<file path="config.mk">
export PLATFORM = sky130hd
export DESIGN_NAME = piae_ctrl
export DESIGN_NICKNAME = d
export VERILOG_FILES = /design/src/design/piae_pkg.sv /design/src/design/piae_ctrl.sv
export SDC_FILE = /design/constraint.sdc
export NUM_CORES = 1
export LEC_CHECK = 0
export ABC_AREA = 1
export BUFFER_PORTS_ARGS = -buffer_cell sky130_fd_sc_hd__buf_2
export CORE_UTILIZATION = 48
export CTS_CLUSTER_DIAMETER = 120
export DETAILED_ROUTE_END_ITERATION = 8
export PLACE_DENSITY_LB_ADDON = 0.1
export SETUP_SLACK_MARGIN = 0.1
export SLEW_MARGIN = 10
export SYNTH_ARGS = -nofsm -noshare
export SYNTH_HDL_FRONTEND = slang
export SYNTH_SLANG_ARGS = --single-unit
</file>
<file path="constraint.sdc">
create_clock -name clk -period 3.3 [get_ports clk]
set_clock_uncertainty 0.2 [all_clocks]
set_input_delay 0.165 -clock clk [delete_from_list [all_inputs] [get_ports clk]]
set_output_delay 0.165 -clock clk [all_outputs]
set_load 0.1 [all_outputs]
</file>
<file path="src/design/piae_pkg.sv">
// ---------------------------------------------------------------------------
// piae_pkg
// Types, codes and constants of the process image access engine.
// ---------------------------------------------------------------------------
`default_nettype none

package piae_pkg;

	localparam int unsigned PIAE_IMAGE_BYTES = 1024;
	localparam int unsigned CFG_W            = 11;
	localparam logic [10:0] IMG_SIZE_RST     = 11'd1024;

	localparam int unsigned S_TDATA_W = 104;
	localparam int unsigned S_TUSER_W = 3;
	localparam int unsigned M_TDATA_W = 40;

	// item kinds
	localparam logic [2:0] KIND_RD_FIELD  = 3'd0;
	localparam logic [2:0] KIND_WR_FIELD  = 3'd1;
	localparam logic [2:0] KIND_MRD       = 3'd2;
	localparam logic [2:0] KIND_MWR       = 3'd3;
	localparam logic [2:0] KIND_FRAME_IN  = 3'd4;
	localparam logic [2:0] KIND_CYCLE     = 3'd5;
	localparam logic [2:0] KIND_CMASK     = 3'd6;
	localparam logic [2:0] KIND_FRAME_OUT = 3'd7;

	// datapath operations per byte
	localparam logic [3:0] OP_NONE     = 4'd0;
	localparam logic [3:0] OP_RD_SNAP  = 4'd1;
	localparam logic [3:0] OP_RD_LIVE  = 4'd2;
	localparam logic [3:0] OP_WR_BYTES = 4'd3;
	localparam logic [3:0] OP_WR_BIT   = 4'd4;
	localparam logic [3:0] OP_MWR      = 4'd5;
	localparam logic [3:0] OP_FRAME_IN = 4'd6;
	localparam logic [3:0] OP_CMASK    = 4'd7;
	localparam logic [3:0] OP_CYCLE    = 4'd8;

	// result shaping
	localparam logic [1:0] RM_ZERO = 2'd0;
	localparam logic [1:0] RM_ACC  = 2'd1;
	localparam logic [1:0] RM_BIT  = 2'd2;
	localparam logic [1:0] RM_MASK = 2'd3;

	// status codes
	localparam logic [1:0] ST_OK        = 2'd0;
	localparam logic [1:0] ST_BAD_LEN   = 2'd1;
	localparam logic [1:0] ST_BAD_WIDTH = 2'd2;

	typedef struct packed {
		logic accept;
		logic reduce;
		logic clr_wr;
		logic rd;
		logic wr;
		logic fin;
	} piae_cmd_t;

	typedef struct packed {
		logic addr_ge;
		logic out_busy;
	} piae_stat_t;

endpackage

`default_nettype wire

</file>
<file path="src/design/piae_ctrl.sv">
// ---------------------------------------------------------------------------
// piae_ctrl
// Sequencer: clearing pass, address reduction, byte read/write loop, result.
// ---------------------------------------------------------------------------
`default_nettype none

module piae_ctrl
	import piae_pkg::*;
#(
	parameter int unsigned IMAGE_BYTES = PIAE_IMAGE_BYTES,
	parameter int unsigned CW          = $clog2(IMAGE_BYTES + 1)
) (
	input  wire logic          clk,
	input  wire logic          arst_n,
	input  wire logic          s_tvalid,
	output logic               s_tready,
	output piae_cmd_t          cmd,
	input  wire piae_stat_t    stat,
	input  wire logic [CW-1:0] cnt,
	output logic [CW-1:0]      k
);

	localparam logic [2:0] S_CLEAR  = 3'd0;
	localparam logic [2:0] S_IDLE   = 3'd1;
	localparam logic [2:0] S_REDUCE = 3'd2;
	localparam logic [2:0] S_RD     = 3'd3;
	localparam logic [2:0] S_WR     = 3'd4;
	localparam logic [2:0] S_FIN    = 3'd5;

	logic [2:0]    state_q, state_d;
	logic [CW-1:0] k_q, k_d;

	assign k = k_q;
	assign s_tready = (state_q == S_IDLE);

	// next state and commands
	always_comb begin
		state_d = state_q;
		k_d     = k_q;
		cmd     = '0;
		case (state_q)
			S_CLEAR: begin
				cmd.clr_wr = 1'b1;
				if (k_q == CW'(IMAGE_BYTES - 1)) begin
					state_d = S_IDLE;
					k_d     = '0;
				end else begin
					k_d = k_q + CW'(1);
				end
			end
			S_IDLE: begin
				if (s_tvalid) begin
					cmd.accept = 1'b1;
					k_d        = '0;
					state_d    = S_REDUCE;
				end
			end
			S_REDUCE: begin
				if (stat.addr_ge) begin
					cmd.reduce = 1'b1;
				end else if (cnt == '0) begin
					state_d = S_FIN;
				end else begin
					state_d = S_RD;
				end
			end
			S_RD: begin
				cmd.rd  = 1'b1;
				state_d = S_WR;
			end
			S_WR: begin
				cmd.wr = 1'b1;
				if ((k_q + CW'(1)) == cnt) begin
					state_d = S_FIN;
				end else begin
					k_d     = k_q + CW'(1);
					state_d = S_RD;
				end
			end
			S_FIN: begin
				if (!stat.out_busy) begin
					cmd.fin = 1'b1;
					state_d = S_IDLE;
				end
			end
			default: begin
				state_d = S_IDLE;
			end
		endcase
	end

	always_ff @(posedge clk or negedge arst_n) begin
		if (!arst_n) begin
			state_q <= S_CLEAR;
			k_q     <= '0;
		end else begin
			state_q <= state_d;
			k_q     <= k_d;
		end
	end

endmodule

`default_nettype wire

</file>
# --- Word level (Yosys, flattened, before mapping) ---
# Cells that the tools add are included.
classes:
  n_addsub: 1
  n_mul: 0
  div_mod_pow: 0
  magnitude_cmp: 0
  eq_ne: 12
  shift: 0
  muxes: 20
  n_bitwise: 0
  n_reduce_logical: 5
ops:
  columns: ["cell", "count"]
  rows:
  - ["11-bit 2-to-1 mux", 3]
  - ["11-bit one-hot mux with 3 select lines", 1]
  - ["3-bit 2-to-1 mux", 6]
  - ["3-bit one-hot mux with 6 select lines", 1]
  - ["11-bit by 1-bit adder with 11-bit output (second input constant)", 1]
  - ["11-bit by 10-bit == test with 1-bit output (second input constant)", 1]
  - ["11-bit == test", 1]
  - ["11-bit logical NOT", 1]
  - ["2-bit inequality test (second input constant)", 5]
  - ["1-bit 2-to-1 mux", 9]
  - ["3-bit by 2-bit == test with 1-bit output (second input constant)", 2]
  - ["3-bit == test (second input constant)", 2]
  - ["4-bit AND reduction", 1]
  - ["3-bit by 1-bit == test with 1-bit output (second input constant)", 1]
  - ["3-bit logical NOT", 1]
  - ["3-bit AND reduction", 1]
  - ["3-bit nonzero test", 1]
totals:
  regBits: 14
  latch_bits: 0
  ram_bits: 0
  romBits: 0
  word_cells: 40
  memories: 0

# --- Logic depth before layout (Yosys ltp) ---
logic_depth:
  word_depth: 4
  ltp_mapped: 14
  ltp_nobuf: 14

# --- Worst setup path after synthesis ---
# No wires, ideal clock.
synth_path:
  kind: "register to output"
  startpoint: "reg state_q[0]"
  endpoint: "out cmd[5] (netlist name)"
  arrival_ps: 3516
  setup_slack_ps: -581
  path_stages_with_launch: 7
  cell_sequence: "dfrtp_1 -> inv_1 -> nor2_1 -> inv_1 -> nor2_1 -> inv_1 -> nor2_1"
synth_lines:
  columns: ["element", "line", "rtl"]
  rows:
  - ["start: declaration", "piae_ctrl.sv:30", "logic [2:0] state_q, state_d;"]
  - ["start signal: assignment", "piae_ctrl.sv:97", "state_q <= state_d;"]
  - ["end: declaration", "piae_ctrl.sv:17", "output piae_cmd_t cmd,"]

# --- Final worst setup path ---
layout_path:
  startpoint: "reg k_q[0] (netlist: k[0])"
  endpoint: "reg k_q[7] (netlist: k[7])"
layout_via:
  elab_chain_cells: 4
layout_lines:
  columns: ["element", "line", "rtl"]
  rows:
  - ["start: declaration", "piae_ctrl.sv:31", "logic [CW-1:0] k_q, k_d;"]
  - ["start signal: assignment", "piae_ctrl.sv:98", "k_q <= k_d;"]
  - ["11-bit by 1-bit adder with 11-bit output", "piae_ctrl.sv:48, piae_ctrl.sv:73, piae_ctrl.sv:76", null]
  - ["11-bit == test", "piae_ctrl.sv:73", "if ((k_q + CW'(1)) == cnt) begin"]
  - ["2-bit inequality test (no source line)", null, null]
  - ["3-bit AND reduction (no source line)", null, null]
# Several ways; a longest one is shown, not always the timed one. The select of a mux whose other input is x is not followed.
# A chain may end at the register's enable or synchronous reset.

==> impl_metrics.yaml <==
global_routing:
  track_usage: 0.2661
  grt.busiest_layer: "met2"
  grtUsageMet2: 0.4705
  grt_pass1_wl_um: 5423
  grt_max_degree: 15
  grt_overflow: 0
  use_met1: 0.3392
  grt_pass1_vias: 1250
  grtUsageMet3: 0.03161
  antenna_found_initial: 0
worst_setup_path:
  endpoint_kind: "flip-flop"
  arrival_ps: 2670
  critPathLaunchType: "flip-flop"
  cp_slowest_stage_delay_ps: 480
  crit_fanout: 13
  crit_buf_inv: 0
  critPathSlowestCell: "dfrtp_1"
  critPathRequiredTime_ps: 3320
  path_delay_family: "simple AND/OR/NAND/NOR gates"
  worstSetupPathType: "flip-flop to flip-flop"
  path_cells: "ha_1, nand2_2, nor2_4, nand2_1, nand2_1, nand2_1, nand2_1, nand3_1, nor2_2, nand4_2, nand2_2, nand2_1, nand2_1"
  rrSetupSlack_ps: 650
  crit_top_cell: "nand2_1"
cts:
  holdBufCountCts: 3
  numCtsBuffers: 3
  cts.sinks: 14
  clk_pin_slew_ps: 90
  clock_latency_ps: 280
  htreeDepth: 1
  cts_buffer_depth: 2
  cts_resized: 0
  clockRootBuffer: "clkbuf_4"
  cts_tree: "yes"
  cts_setup_buffers: 0
drt:
  vias: 1427
  drc: 0
  wl_um: 3336
  wl_per_cell_um: 11.83
  postRouteAntennaNets: 0
  drtIter0Drc: 49
  via_per_inst: 5.060
  dr.pass1.iters: 4
logic_synthesis:
  ys_seq_elements: 14
  synthFlopType: "dfrtp_1"
  yosysMostFrequentCell: "nand2_1"
  ys_seq_area_frac: 0.2794
  yosysUniqueCellTypes: 21
  synth_edf_count: 0
  netlist_instances: 215
  netlist.area_leader.share: 0.2794
  ys_top_cells_by_count: "81 x nand2_1, 32 x nand3_1, 29 x inv_1"
  synthTopCellsByArea: "dfrtp_1 28%, nand2_1 24%, nand3_1 13%, inv_1 8.7%, nor2_1 5.4%"
  async_flop_share: 1.000
  syn-cell-area_sq_um: 1254
  ys_warn_count: 0
  syn_nets: 232
  synth_area_per_cell_sq_um: 5.831
  yosys.area.top_type: "dfrtp_1"
timing:
  drv_slew: 0
  finalSetupViolCount: 0
  min_period_ps: 2651
  final.period_utilization: 0.8032
  timing.fmax_ghz: 0.3773
  worst_pin_slew_ps: 1005
  max_slew_margin: 0.3298
  setup_tns_ps: 0
  rsz0062_at_grt: "no"
  hold_violations: 0
worst_hold_path:
  hold_class: "input port to asynchronous set/reset pin"
die:
  die_y_um: 53.11
  io_pins: 34
  coreArea_sq_um: 2477
  die_w_um: 53.11
  num_rows: 18
  start_util: 0.5061
  fp.dieArea_sq_um: 2820
run:
  cap_violations: 0
power_and_ir_drop:
  irDropWorstVdd_mv: 0.7062
  leakage_nw: 0.8906
  powerDensity_nw_per_um2: 782.6
run_status:
  status: "finished clean"
placement:
  hpwlAfterDp_um: 2519
  port_buffers: 33
  gp_congestion: 0.7893
layout:
  area_growth_pct: 20.56
  drive_gt1_frac: 0.2063
  nNetsFinal: 270
  antenna-diode-count: 0
  final_util: 0.6101
[cells by family after synthesis]
group	after synthesis	share of synthesized area
buffers and inverters	35	0.1118
AOI/OAI and AO/OA	15	0.05988
and+or+nand+nor	150	0.5389
DFF	14	0.2794
adders and majority gates	1	0.009978
[routing by layer]
metal | share of wire | wire length, um
met1 | 0.46 | 1526
met2 | 0.48 | 1613
met3 | 0.050 | 166
met4 | 0.0087 | 29
met5 | 0 | 0
[final cells by class]
class,instances,area (sq um)
fillers,283,965.9
multi-input cells,166,772.0
flip-flops and latches,14,350.3
repair buffers,36,195.2
inverters,32,120.1
well taps,30,37.54
clock buffers,4,36.28
[final timing paths]
check                                 startpoint                      to  cells past startpoint
worst min register to register  k[6]$_DFFE_PN0P_        k[6]$_DFFE_PN0P_                      2
max in group asynchronous                 arst_n        k[0]$_DFFE_PN0P_                      2
worst max register to register  k[0]$_DFFE_PN0P_        k[7]$_DFFE_PN0P_                     13
min in group clk                        s_tvalid  state_q[0]$_DFFE_PN0P_                      4
worst max-delay path            k[0]$_DFFE_PN0P_        k[7]$_DFFE_PN0P_                     13
worst min-delay path                      arst_n        k[4]$_DFFE_PN0P_                      2
[power by group]
| part | internal, mW | total [mW] | leakage (nW) | switching [mW] |
|---|---|---|---|---|
| Combinational | 0.150 | 0.801 | 0.681 | 0.651 |
| Sequential | 0.207 | 0.256 | 0.189 | 0.0488 |
| Clock | 0.0671 | 0.126 | 0.0210 | 0.0586 |
[cells in the final DEF, fill, tap and decap left out, types with 4 or more instances in the layout]
master,instances
nor2_1,17
nor2_2,5
inv_1,29
dfrtp_1,14
o21ai_0,4
nand2_1,81
buf_2,33
nand3_1,32
a21oi_1,8
[stage by stage]
| step | cell area, sq um | hold slack, ps | power [mW] | setup WS (ps) | cells |
|---|---|---|---|---|---|
| 4_1_cts | 1511 | 117.5 | 1.187 | 706.0 | 282 |
| 3_3_place_gp | 1445 | -109.3 | 1.047 | 809.1 | 275 |
| 3_5_place_dp | 1445 | -111.9 | 1.053 | 735.1 | 275 |
| 5_1_grt | 1511 | 145.3 | 1.261 | 397.5 | 282 |
| 6_report | 1511 | 114.9 | 1.183 | 649.5 | 282 |
| 2_1_floorplan | 1262 | -330.6 | 0.9221 | -4.452 | 215 |
[flip-flops by register name, indices dropped and copies added (netlist names)]
signal,count
k,11
state_q,3
Power figures use the tool's default switching activity.
